**config.mk**
```make
export PLATFORM = sky130hd
export DESIGN_NAME = awb_gain_seed_and_ratio_core
export DESIGN_NICKNAME = d
export VERILOG_FILES = /design/src/awbg_pkg.sv /design/src/awbg_scale_unit.sv /design/src/awbg_gain_lane.sv /design/src/awbg_ratio_lane.sv /design/src/awb_gain_seed_and_ratio_core.sv
export SDC_FILE = /design/constraint.sdc
export NUM_CORES = 2
export LEC_CHECK = 0
export BUFFER_PORTS_ARGS = -buffer_cell sky130_fd_sc_hd__buf_2
export CAP_MARGIN = 20
export CORE_MARGIN = 8
export CORE_UTILIZATION = 40
export DETAILED_ROUTE_END_ITERATION = 7
export PLACE_DENSITY = 0.56
export SLEW_MARGIN = 20
export SYNTH_ARGS = -nofsm -noshare
export SYNTH_HDL_FRONTEND = slang
export SYNTH_SLANG_ARGS = --single-unit
```
**constraint.sdc**
```tcl
create_clock -name clk -period 15.9 [get_ports clk]
set_clock_uncertainty 0.05 [all_clocks]
set_input_delay 2.385 -clock clk [delete_from_list [all_inputs] [get_ports clk]]
set_output_delay 2.385 -clock clk [all_outputs]
set_load 0.03 [all_outputs]
```
**src/awbg_pkg.sv**
```systemverilog
`timescale 1ns / 1ps
// Shared types, widths and constants for the AWB gain seed and ratio block.
// Used by the scale unit, the gain and ratio lanes and the top level.
package awbg_pkg;

  localparam int PHYS_W     = 16;
  localparam int GAIN_W     = 15;
  localparam int BL_W       = 12;
  localparam int SCALE_W    = 21;
  localparam int RATIO_W    = 16;
  localparam int PACKED_W   = 32;
  localparam int PHASE_W    = 2;
  localparam int CFG_IDX_W  = 3;
  localparam int CFG_DATA_W = 12;
  localparam int CNT_W      = 3;

  localparam logic [GAIN_W-1:0] GAIN_MAX = 15'h7fff;

  localparam logic [CNT_W-1:0] SCALE_STEPS = 3'd6;
  localparam logic [CNT_W-1:0] GAIN_STEPS  = 3'd5;
  localparam logic [CNT_W-1:0] RATIO_STEPS = 3'd7;

  localparam logic [CFG_IDX_W-1:0] CFG_BAYER_PHASE   = 3'd0;
  localparam logic [CFG_IDX_W-1:0] CFG_BLACK_LEVEL_A = 3'd1;
  localparam logic [CFG_IDX_W-1:0] CFG_BLACK_LEVEL_B = 3'd2;
  localparam logic [CFG_IDX_W-1:0] CFG_BLACK_LEVEL_C = 3'd3;
  localparam logic [CFG_IDX_W-1:0] CFG_BLACK_LEVEL_D = 3'd4;

  typedef struct packed {
    logic load;
    logic run;
  } lane_ctl_t;

  // Physical slot for each logical channel, channel 0 in the low bits.
  function automatic logic [5:0] chan_row(input logic [PHASE_W-1:0] phase);
    logic [5:0] row;
    case (phase)
      2'd0:    row = {2'd3, 2'd1, 2'd0};
      2'd1:    row = {2'd2, 2'd0, 2'd1};
      2'd2:    row = {2'd0, 2'd2, 2'd3};
      2'd3:    row = {2'd1, 2'd3, 2'd2};
      default: row = {2'd3, 2'd1, 2'd0};
    endcase
    return row;
  endfunction

endpackage

```
**src/awbg_scale_unit.sv**
```systemverilog
`timescale 1ns / 1ps
// Scale divider: scale = 2^20 / (4096 - avg black level), four bits per cycle.
// Depends on awbg_pkg.
module awbg_scale_unit (
  input  logic                          clk,
  input  logic                          rst,
  input  logic                          start,
  input  logic [awbg_pkg::BL_W-1:0]     black_level_a,
  input  logic [awbg_pkg::BL_W-1:0]     black_level_b,
  input  logic [awbg_pkg::BL_W-1:0]     black_level_c,
  input  logic [awbg_pkg::BL_W-1:0]     black_level_d,
  output logic                          busy,
  output logic [awbg_pkg::SCALE_W-1:0]  scale
);

  logic                         running;
  logic [awbg_pkg::CNT_W-1:0]   cnt;
  logic [11:0]                  rem;
  logic [11:0]                  rem_next;
  logic [23:0]                  quo;
  logic [23:0]                  quo_next;
  logic [12:0]                  den;
  logic [13:0]                  bl_sum;
  logic [12:0]                  den_start;

  assign bl_sum = {2'd0, black_level_a} + {2'd0, black_level_b}
                + {2'd0, black_level_c} + {2'd0, black_level_d};
  assign den_start = 13'h1000 - {1'b0, bl_sum[13:2]};

  always_comb begin
    logic [12:0] trial;
    rem_next = rem;
    quo_next = quo;
    for (int k = 0; k < 4; k++) begin
      trial = {rem_next, quo_next[23]};
      quo_next = {quo_next[22:0], 1'b0};
      if (trial >= den) begin
        rem_next = 12'(trial - den);
        quo_next[0] = 1'b1;
      end else begin
        rem_next = trial[11:0];
      end
    end
  end

  always_ff @(posedge clk) begin
    if (rst) begin
      running <= 1'b0;
      cnt     <= '0;
    end else if (start) begin
      running <= 1'b1;
      cnt     <= awbg_pkg::SCALE_STEPS;
      rem     <= '0;
      quo     <= 24'h100000;
      den     <= den_start;
    end else if (running) begin
      rem <= rem_next;
      quo <= quo_next;
      cnt <= cnt - 3'd1;
      if (cnt == 3'd1) begin
        running <= 1'b0;
      end
    end
  end

  assign busy  = running;
  assign scale = quo[awbg_pkg::SCALE_W-1:0];

endmodule

```
**src/awbg_gain_lane.sv**
```systemverilog
`timescale 1ns / 1ps
// One channel lane: gain = (phys*256 + scale/2) / scale, saturated, four bits per cycle.
// Depends on awbg_pkg.
module awbg_gain_lane (
  input  logic                          clk,
  input  awbg_pkg::lane_ctl_t           ctl,
  input  logic [awbg_pkg::PHYS_W-1:0]   phys,
  input  logic [awbg_pkg::SCALE_W-1:0]  scale,
  output logic [awbg_pkg::GAIN_W-1:0]   gain
);

  logic [20:0] rem;
  logic [20:0] rem_next;
  logic [19:0] quo;
  logic [19:0] quo_next;
  logic [20:0] den;
  logic [24:0] num;

  assign num = {1'b0, phys, 8'd0} + {5'd0, scale[20:1]};

  always_comb begin
    logic [21:0] trial;
    rem_next = rem;
    quo_next = quo;
    for (int k = 0; k < 4; k++) begin
      trial = {rem_next, quo_next[19]};
      quo_next = {quo_next[18:0], 1'b0};
      if (trial >= {1'b0, den}) begin
        rem_next = 21'(trial - {1'b0, den});
        quo_next[0] = 1'b1;
      end else begin
        rem_next = trial[20:0];
      end
    end
  end

  always_ff @(posedge clk) begin
    if (ctl.load) begin
      rem <= {16'd0, num[24:20]};
      quo <= num[19:0];
      den <= scale;
    end else if (ctl.run) begin
      rem <= rem_next;
      quo <= quo_next;
    end
  end

  assign gain = (quo > {5'd0, awbg_pkg::GAIN_MAX}) ? awbg_pkg::GAIN_MAX : quo[14:0];

endmodule

```
**src/awbg_ratio_lane.sv**
```systemverilog
`timescale 1ns / 1ps
// Ratio lane: low 16 bits of num_gain*4096 / den_gain, four bits per cycle.
// Depends on awbg_pkg.
module awbg_ratio_lane (
  input  logic                          clk,
  input  awbg_pkg::lane_ctl_t           ctl,
  input  logic [awbg_pkg::GAIN_W-1:0]   num_gain,
  input  logic [awbg_pkg::GAIN_W-1:0]   den_gain,
  output logic [awbg_pkg::RATIO_W-1:0]  ratio,
  output logic                          ratio_valid
);

  logic [14:0] rem;
  logic [14:0] rem_next;
  logic [27:0] quo;
  logic [27:0] quo_next;
  logic [14:0] den;

  always_comb begin
    logic [15:0] trial;
    rem_next = rem;
    quo_next = quo;
    for (int k = 0; k < 4; k++) begin
      trial = {rem_next, quo_next[27]};
      quo_next = {quo_next[26:0], 1'b0};
      if (trial >= {1'b0, den}) begin
        rem_next = 15'(trial - {1'b0, den});
        quo_next[0] = 1'b1;
      end else begin
        rem_next = trial[14:0];
      end
    end
  end

  always_ff @(posedge clk) begin
    if (ctl.load) begin
      rem <= '0;
      quo <= {1'b0, num_gain, 12'd0};
      den <= den_gain;
    end else if (ctl.run) begin
      rem <= rem_next;
      quo <= quo_next;
    end
  end

  assign ratio_valid = (den != '0);
  assign ratio       = ratio_valid ? quo[15:0] : '0;

endmodule

```
**src/awb_gain_seed_and_ratio_core.sv**
```systemverilog
`timescale 1ns / 1ps
// Top level of the AWB gain seed and ratio block.
// Depends on awbg_pkg, awbg_scale_unit, awbg_gain_lane and awbg_ratio_lane.
//
// Usage:
//   Input channel: four physical gains with in_valid / in_stall. An item is
//   taken at an edge where in_valid is high and in_stall is low.
//   Output channel: three channel gains, two ratios with valid flags and the
//   packed word, with out_valid / out_stall.
//   Configuration: cfg_we, cfg_index, cfg_data; written at any edge with cfg_we
//   high. The user must write only while no item is in flight; the block does not enforce it.
//   Path: three gain lanes divide in 5 four-bit steps, then two ratio lanes
//   divide in 7 four-bit steps before the result enters the output register.
//   Overlap: the ratio lanes set the pace; the gain lanes take the next item
//   while the ratio lanes work on the previous one.
//   Reset: configuration clears to zero and the scale divider runs, holding
//   in_stall high. Any configuration write restarts it the same way.
//   A stalled result holds in the output register; the lanes behind it hold
//   and in_stall rises once the gain lanes are full.
module awb_gain_seed_and_ratio_core (
  input  logic                              clk,
  input  logic                              rst,
  input  logic                              cfg_we,
  input  logic [awbg_pkg::CFG_IDX_W-1:0]    cfg_index,
  input  logic [awbg_pkg::CFG_DATA_W-1:0]   cfg_data,
  input  logic                              in_valid,
  output logic                              in_stall,
  input  logic [awbg_pkg::PHYS_W-1:0]       phys_gain_0,
  input  logic [awbg_pkg::PHYS_W-1:0]       phys_gain_1,
  input  logic [awbg_pkg::PHYS_W-1:0]       phys_gain_2,
  input  logic [awbg_pkg::PHYS_W-1:0]       phys_gain_3,
  output logic                              out_valid,
  input  logic                              out_stall,
  output logic [awbg_pkg::GAIN_W-1:0]       chan0_gain,
  output logic [awbg_pkg::GAIN_W-1:0]       chan1_gain,
  output logic [awbg_pkg::GAIN_W-1:0]       chan2_gain,
  output logic [awbg_pkg::RATIO_W-1:0]      ratio_over_chan2,
  output logic                              ratio_over_chan2_valid,
  output logic [awbg_pkg::RATIO_W-1:0]      ratio_over_chan0,
  output logic                              ratio_over_chan0_valid,
  output logic [awbg_pkg::PACKED_W-1:0]     packed_gains
);

  logic [awbg_pkg::PHASE_W-1:0]   bayer_phase;
  logic [awbg_pkg::BL_W-1:0]      black_level_a;
  logic [awbg_pkg::BL_W-1:0]      black_level_b;
  logic [awbg_pkg::BL_W-1:0]      black_level_c;
  logic [awbg_pkg::BL_W-1:0]      black_level_d;
  logic                           dirty;
  logic                           scale_run;
  logic                           scale_busy;
  logic [awbg_pkg::SCALE_W-1:0]   scale;

  logic                           in_accept;
  logic                           a_valid;
  logic [awbg_pkg::CNT_W-1:0]     a_cnt;
  logic                           a_done;
  logic                           b_valid;
  logic [awbg_pkg::CNT_W-1:0]     b_cnt;
  logic                           b_done;
  logic                           b_load;
  logic                           b_move;
  logic                           out_free;

  awbg_pkg::lane_ctl_t            gain_ctl;
  awbg_pkg::lane_ctl_t            ratio_ctl;

  logic [3:0][awbg_pkg::PHYS_W-1:0] phys_all;
  logic [5:0]                       row;
  logic [2:0][awbg_pkg::GAIN_W-1:0] lane_gain;
  logic [2:0][awbg_pkg::GAIN_W-1:0] b_gain;
  logic [awbg_pkg::RATIO_W-1:0]     ratio2;
  logic                             ratio2_valid;
  logic [awbg_pkg::RATIO_W-1:0]     ratio0;
  logic                             ratio0_valid;
  logic [awbg_pkg::PACKED_W-1:0]    packed_sum;

  awbg_scale_unit u_scale (
    .clk           (clk),
    .rst           (rst),
    .start         (dirty),
    .black_level_a (black_level_a),
    .black_level_b (black_level_b),
    .black_level_c (black_level_c),
    .black_level_d (black_level_d),
    .busy          (scale_run),
    .scale         (scale)
  );

  assign scale_busy = dirty || scale_run;

  assign a_done    = a_valid && (a_cnt == '0);
  assign b_done    = b_valid && (b_cnt == '0);
  assign out_free  = !out_valid || !out_stall;
  assign b_move    = b_done && out_free;
  assign b_load    = a_done && (!b_valid || b_move);
  assign in_stall  = scale_busy || (a_valid && !b_load);
  assign in_accept = in_valid && !in_stall;

  assign gain_ctl.load  = in_accept;
  assign gain_ctl.run   = a_valid && (a_cnt != '0);
  assign ratio_ctl.load = b_load;
  assign ratio_ctl.run  = b_valid && (b_cnt != '0);

  assign phys_all = {phys_gain_3, phys_gain_2, phys_gain_1, phys_gain_0};
  assign row      = awbg_pkg::chan_row(bayer_phase);

  for (genvar i = 0; i < 3; i++) begin : g_gain_lane
    awbg_gain_lane u_lane (
      .clk   (clk),
      .ctl   (gain_ctl),
      .phys  (phys_all[row[2*i +: 2]]),
      .scale (scale),
      .gain  (lane_gain[i])
    );
  end

  awbg_ratio_lane u_ratio_over_chan2 (
    .clk         (clk),
    .ctl         (ratio_ctl),
    .num_gain    (lane_gain[1]),
    .den_gain    (lane_gain[2]),
    .ratio       (ratio2),
    .ratio_valid (ratio2_valid)
  );

  awbg_ratio_lane u_ratio_over_chan0 (
    .clk         (clk),
    .ctl         (ratio_ctl),
    .num_gain    (lane_gain[1]),
    .den_gain    (lane_gain[0]),
    .ratio       (ratio0),
    .ratio_valid (ratio0_valid)
  );

  assign packed_sum = {20'd0, b_gain[0][14:3]}
                    + {10'd0, b_gain[1][14:3], 10'd0}
                    + {b_gain[2][14:3], 20'd0};

  always_ff @(posedge clk) begin
    if (rst) begin
      bayer_phase   <= '0;
      black_level_a <= '0;
      black_level_b <= '0;
      black_level_c <= '0;
      black_level_d <= '0;
      dirty         <= 1'b1;
      a_valid       <= 1'b0;
      a_cnt         <= '0;
      b_valid       <= 1'b0;
      b_cnt         <= '0;
      out_valid     <= 1'b0;
    end else begin
      dirty <= cfg_we;
      if (cfg_we) begin
        case (cfg_index)
          awbg_pkg::CFG_BAYER_PHASE:   bayer_phase   <= cfg_data[awbg_pkg::PHASE_W-1:0];
          awbg_pkg::CFG_BLACK_LEVEL_A: black_level_a <= cfg_data;
          awbg_pkg::CFG_BLACK_LEVEL_B: black_level_b <= cfg_data;
          awbg_pkg::CFG_BLACK_LEVEL_C: black_level_c <= cfg_data;
          awbg_pkg::CFG_BLACK_LEVEL_D: black_level_d <= cfg_data;
          default: ;
        endcase
      end

      if (in_accept) begin
        a_valid <= 1'b1;
        a_cnt   <= awbg_pkg::GAIN_STEPS;
      end else if (b_load) begin
        a_valid <= 1'b0;
      end else if (gain_ctl.run) begin
        a_cnt <= a_cnt - 3'd1;
      end

      if (b_load) begin
        b_valid <= 1'b1;
        b_cnt   <= awbg_pkg::RATIO_STEPS;
        b_gain  <= lane_gain;
      end else if (b_move) begin
        b_valid <= 1'b0;
      end else if (ratio_ctl.run) begin
        b_cnt <= b_cnt - 3'd1;
      end

      if (b_move) begin
        out_valid              <= 1'b1;
        chan0_gain             <= b_gain[0];
        chan1_gain             <= b_gain[1];
        chan2_gain             <= b_gain[2];
        ratio_over_chan2       <= ratio2;
        ratio_over_chan2_valid <= ratio2_valid;
        ratio_over_chan0       <= ratio0;
        ratio_over_chan0_valid <= ratio0_valid;
        packed_gains           <= packed_sum;
      end else if (!out_stall) begin
        out_valid <= 1'b0;
      end
    end
  end

endmodule

```
* After elaboration in Yosys (flattened, before gate mapping)
Index checks and enable logic that the tools add are counted.
Word-level totals: RAM bits 0, latch bits 0, input bits 84, memories 0, bits in read-only memories 0, bits in registers 529, output and inout bits 113, logic and storage cells 263
Operators by class: reductions and logical operators 44, div/mod/pow operators 0, $mul 0, add/subtract/negate cells 36, shift operators 0, equal/unequal tests 11, muxes and demuxes 93, bitwise gates (word level) 2, magnitude comparators 30
Operators by type and width (number):
- >= comparator 22 x 21 -> 1 bit | 12
- 2-to-1 mux 21 bit | 12
- subtractor 21 bit | 12
- 2-to-1 mux 15 bit | 11
- >= comparator 16 x 15 -> 1 bit | 8
- 2-to-1 mux 20 bit | 6
- subtractor 15 bit | 8
- 2-to-1 mux 27 bit | 4
- binary-select mux 16 bit (select 2 bit) | 3
- adder 24 x 20 -> 25 bit | 3
- greater-than comparator 20 x 15 -> 1 bit (second input constant) | 3
- 2-to-1 mux 12 bit | 5
- >= comparator 13 bit | 4
- 2-to-1 mux 16 bit | 3
- subtractor 12 bit | 4
- 2-to-1 mux 1 bit | 33
- adder 23 x 32 -> 32 bit | 1
- 2-to-1 mux 5 bit | 6
- nonzero test 15 bit | 2
- adder 14 x 12 -> 14 bit | 2
- 2-to-1 mux 24 bit | 1
- 2-to-1 mux 3 bit | 8
- one-hot mux 6 bit (4 select lines) | 1
- AND reduction 2 bit | 12
- other kinds (21) | 52

* Depth between registers and ports, before layout
word-level depth 12, mapped depth 51, gate-level depth less buffers 44

* By module
From an unflattened synthesis, not the netlist that was laid out.
Second synthesis, totals: cell total of the unflattened synthesis 5414, area total of the unflattened synthesis 49871.6 µm²
By module, submodules not included:
- awbg_ratio_lane | times used 2, cells each 668, area each 5819.3 µm²
- awb_gain_seed_and_ratio_core | times used 1, cells each 610, area each 8344.3 µm²
- awbg_gain_lane (g_gain_lane[0].u_lane) | times used 1, cells each 950, area each 8080.2 µm²
- awbg_gain_lane (g_gain_lane[2].u_lane) | times used 1, cells each 939, area each 7907.6 µm²
- awbg_gain_lane (g_gain_lane[1].u_lane) | times used 1, cells each 935, area each 7873.8 µm²
- awbg_scale_unit | times used 1, cells each 644, area each 6027.0 µm²

* Worst setup path before layout
OpenSTA, ideal clock, no wires.
kind reg2reg, start point register g_gain_lane[1].u_lane.den[1], end point register g_gain_lane[1].u_lane.rem[1] (data pin), arrival time 10823 ps, path slack 4724 ps, stages on the path, launching flop included 46, setup time 303 ps, cell sequence edfxtp_1 inv_1 fa_1 a211oi_1 o21ai_1 a211o_1 o22a_1 buf_2 buf_1 nand2_1 o21ai_0 fa_1 nand2b_1 a21oi_1 o41ai_2 o32a_1 a31o_2 o2111ai_1 [... 10 more ...] a21boi_1 o21ai_1 clkbuf_1 clkbuf_1 a21oi_1 fa_1 a211oi_1 nor2_1 or4_1 o2111ai_1 a31oi_1 o211ai_1 nand2_1 nor2_2 mux2i_1 buf_2 a221oi_1 a21oi_1
On the way: longest elaborated chain between the ends 10, elaborated cells between the ends (all ways) 14, those cells by class add/sub (4); order compare (4); mux (6)
Ends and longest elaborated chain:
- start, declared | line awbg_gain_lane.sv:16 | logic [20:0] den;
- start signal, assigned | line awbg_gain_lane.sv:41 | den <= scale;
- subtractor 21 bit / >= comparator 22 x 21 -> 1 bit (equally long branches) | line awbg_gain_lane.sv:29, awbg_gain_lane.sv:28
- 2-to-1 mux 21 bit | line awbg_gain_lane.sv:28 | if (trial >= {1'b0, den}) begin
- subtractor 21 bit / >= comparator 22 x 21 -> 1 bit (equally long branches) | line awbg_gain_lane.sv:29, awbg_gain_lane.sv:28
- 2-to-1 mux 21 bit | line awbg_gain_lane.sv:28
- >= comparator 22 x 21 -> 1 bit / subtractor 21 bit (equally long branches) | line awbg_gain_lane.sv:28, awbg_gain_lane.sv:29
- 2-to-1 mux 21 bit | line awbg_gain_lane.sv:28
- subtractor 21 bit / >= comparator 22 x 21 -> 1 bit (equally long branches) | line awbg_gain_lane.sv:29, awbg_gain_lane.sv:28
- 2-to-1 mux 21 bit * | line awbg_gain_lane.sv:28
- 2-to-1 mux 5 bit * | line awbg_gain_lane.sv:42 | end else if (ctl.run) begin
- 2-to-1 mux 5 bit * | line awbg_gain_lane.sv:38 | if (ctl.load) begin
- end signal, assigned | line awbg_gain_lane.sv:39 | rem <= {16'd0, num[24:20]};
- end signal, assigned | line awbg_gain_lane.sv:43 | rem <= rem_next;
- end, declared | line awbg_gain_lane.sv:12 | logic [20:0] rem;
Every way passes the cells marked *; elsewhere a longest branch is shown, timed or not. The select of a mux whose other input is x is not followed. A chain may end at the register's enable or synchronous reset.

==> summary.md <==
| Metric | Value |
|---|---|
| Worst-Margin Slew | `1.10 ns` |
| WS Path Type | `reg2reg` |
| CTS root buffer | `clkbuf_16` |
| CP max stage cell | `edfxtp_1` |
| Inserted Clock Buffers | `66` |
| Async SR Flop Fraction | `0%` |
| Mux contribution to synthesized area | `7.41%` |
| Top_reg_cell synth | `edfxtp_1` |
| Overflow after GRT | `0` |
| Xor and xnor area share after synthesis | `7.47%` |
| IO Pins | `197` |
| Worst setup margin | `between 2 and 3 ns` |
| Run status | `finished clean` |
| Reg-to-reg slack, setup | `2.81 ns` |
| Synth cell types | `a little under 100` |
| Final ANT Viol Nets | `0` |
| Hold Slack | `approximately 0.37 ns` |
| Dominant cell type by area after synthesis | `edfxtp_1` |
| Main combinational cell family by area after synthesis | `compound AO/OA/AOI/OAI gates` |
| Crit path time final | `13.09 ns` |
| Postcts setup bufs | `0` |
| CP Launch Type | `register` |
| Die area | `0.129 mm²` |
| DP Cell Count | `between 7000 and 8000` |
| WL/cell | `21.1 µm` |
| Number of global-route vias before repair | `approximately 39000` |
| Hold WC Path Type | `reg2reg` |
| Sequential cell area | `0.0139 mm²` |
| Synth Area in Adders | `15.0%` |
| Filler cells | `11470` |
| Initial antenna violation count | `7` |
| Slew margin rel. | `26.3%` |
| MaxCap Viol Count | `0` |
| Area delta synth->final | `10.9%` |
| FF+latch count, synth | `slightly above 500` |
| Worst endpoint data arrival time | `around 14 ns` |
| Tcrit/Tclk final | `slightly above 80%` |
| Worst skew pair latency | `0.64 ns` |
| Final wirelength | `between 150000 and 200000 µm` |
| Top-area cell type share of the netlist area | `22.4%` |
| Clock tree sinks | `519` |
| Synth Instances | `between 5000 and 6000` |
| Dpl hpwl | `~120000 µm` |
| DP Worst Slack | `2.87 ns` |
| Vias per inst | `around 5.7` |
| Pin count of the biggest net entering global routing | `79` |
| TNS Setup | `0 ns` |
| Slew Viols, Final | `0` |
| Post-synth EDFFs | `351` |
| Final hold vios | `0` |
| H-Tree Depth | `3` |
| Rows | `about 130` |
| Mapped Nets | `around 6000` |
| Fin nets | `around 6200` |
| Chip height | `359 µm` |
| Die span in x | `approximately 360 µm` |
| Iteration count of the initial detailed-routing pass | `6` |
| Worst-path maximum fanout | `32` |
| Post-CTS Hold Buffers | `0` |
| Area of the multi-input gates | `0.0314 mm²` |
| Clock tree buffer depth | `3` |
| Crit path largest cell delay | `just over 0.8 ns` |
| Register area share after synthesis | `29.5%` |
| Synth Cell Area | `between 0.04 and 0.05 mm²` |
| Synth Area per Inst | `slightly below 9 µm²` |
| Synth top area cells | `edfxtp_1 22%, ha_1 13%, dfxtp_1 7.1%` |
| Worst-path clk slew | `approximately 0.060 ns` |
| Compound-Gate Fraction of Synth Area | `19.6%` |
| CORE AREA | `0.117 mm²` |
| Port buffer count | `196` |
| Critical path required time | `16.39 ns` |
| Residual DRC count | `0` |
| GP Congestion | `0.917` |
| Layout cell share with drive strength beyond 1 | `between 10% and 20%` |
| Initial DRC Count | `around 3600` |
| Post-Synth Simple-Gate Area | `about 17%` |
| Initial core utilization | `around two fifths` |
| Max Freq | `76.4 MHz` |
| CTS tree | `built` |
| # diodes | `0` |
| RSZ-0062 raised after global routing | `false` |
| First-pass GRT wire length | `230000 µm` |
| Final Non-Filler Cells | `approximately 7100` |
| Setup violators final | `0` |
| Post_cts resized | `0` |
| GRT Overall Usage | `between 20% and 30%` |
| Via count | `40963` |
| YS warnings | `0` |
| CP endpoint kind | `register` |
==> cell usage after synthesis (all sizes together) (106+ instances only) <==
library cell and number:
a21o 146, a21oi 445, clkbuf 108, dfxtp 168, edfxtp 351, ha 499
inv 335, mux2 127, mux2i 170, nand2 583, nand3 130, nor2 362
nor3 106, o21ai 344, xnor2 269, xor2 133
==> final timing paths <==
| path | start | to | depth (start not counted) |
|---|---|---|---|
| hold reg to reg | b_gain[15]$_DFFE_PP_ | chan1_gain[0]$_DFFE_PP_ | 0 |
| setup / recovery | g_gain_lane[1].u_lane.den[1]$_DFFE_PP_ | g_gain_lane[2].u_lane.rem[19]$_SDFFE_PP0P_ | 40 |
| setup reg to reg | g_gain_lane[1].u_lane.den[1]$_DFFE_PP_ | g_gain_lane[2].u_lane.rem[19]$_SDFFE_PP0P_ | 40 |
| hold / removal | b_gain[15]$_DFFE_PP_ | chan1_gain[0]$_DFFE_PP_ | 0 |
==> per-stage QoR <==
stage	util [%]	instance area (µm²)
after global placement	42.4	49800
after global routing	44.5	52200
after floorplan	-	47100
after detailed placement	42.4	49800
final	44.5	52200
after CTS	44.5	52200
==> metal layers <==
layer / routed length (µm) / global-route usage (%) / vias to the layer above
li1: - / - / 19974
met1: 71100 / 31.8 / 19633
met2: 66300 / 35.6 / 1196
met3: 9730 / 3.09 / 160
met4: 3180 / 5.14 / 0
met5: 0 / 0 / -
==> worst max-delay path, delay by kind of cell, from the launching register on <==
| family | cells | cell delay [ns] |
|---|---|---|
| AOI/OAI and AO/OA | 25 | 7.28 |
| adders and majority gates | 4 | 1.64 |
| buffers and inverters | 4 | 0.98 |
| DFF | 1 | 0.81 |
| muxes | 1 | 0.40 |
| and+or+nand+nor | 6 | 1.74 |
==> flip-flops by register name, indices dropped and copies added, names as in the netlist, 16 cells and up <==
signal,count
b_gain,45
packed_gains,22
u_ratio_over_chan0.quo,28
g_gain_lane.u_lane.quo,60
ratio_over_chan2,16
g_gain_lane.u_lane.den,21
u_ratio_over_chan2.quo,28
ratio_over_chan0,16
g_gain_lane.u_lane.rem,63
u_scale.quo,24
==> cell usage in the layout, fill, tap and decap left out, types with 170 or more instances in the layout <==
cell and count:
edfxtp_1 351, mux2i_1 170, nand2_1 582, ha_1 498
buf_2 196, o21ai_0 286, a21oi_1 441, xnor2_1 269
nor2_1 353, inv_1 332
==> area by class of cell <==
class | instances | area share, %
Tap cell | 1536 | 3.68
Inverter | 335 | 2.41
Clock buffer | 82 | 3.43
Sequential cell | 519 | 26.6
Timing Repair Buffer | 254 | 2.75
Multi-Input combinational cell | 4368 | 60.0
Clock inverter | 40 | 1.11
==> kinds of logic after synthesis <==
| kind of cell | after synthesis |
|---|---|
| buffers and inverters | 496 |
| AOI/OAI and AO/OA | 1443 |
| muxes | 313 |
| xor gates and xnor gates | 402 |
| adders and majority gates | 540 |
| DFF | 519 |
| and+or+nand+nor | 1670 |
Power is not shown: default switching activity piles up to over one toggle a cycle in this logic, so the estimate is an artifact.
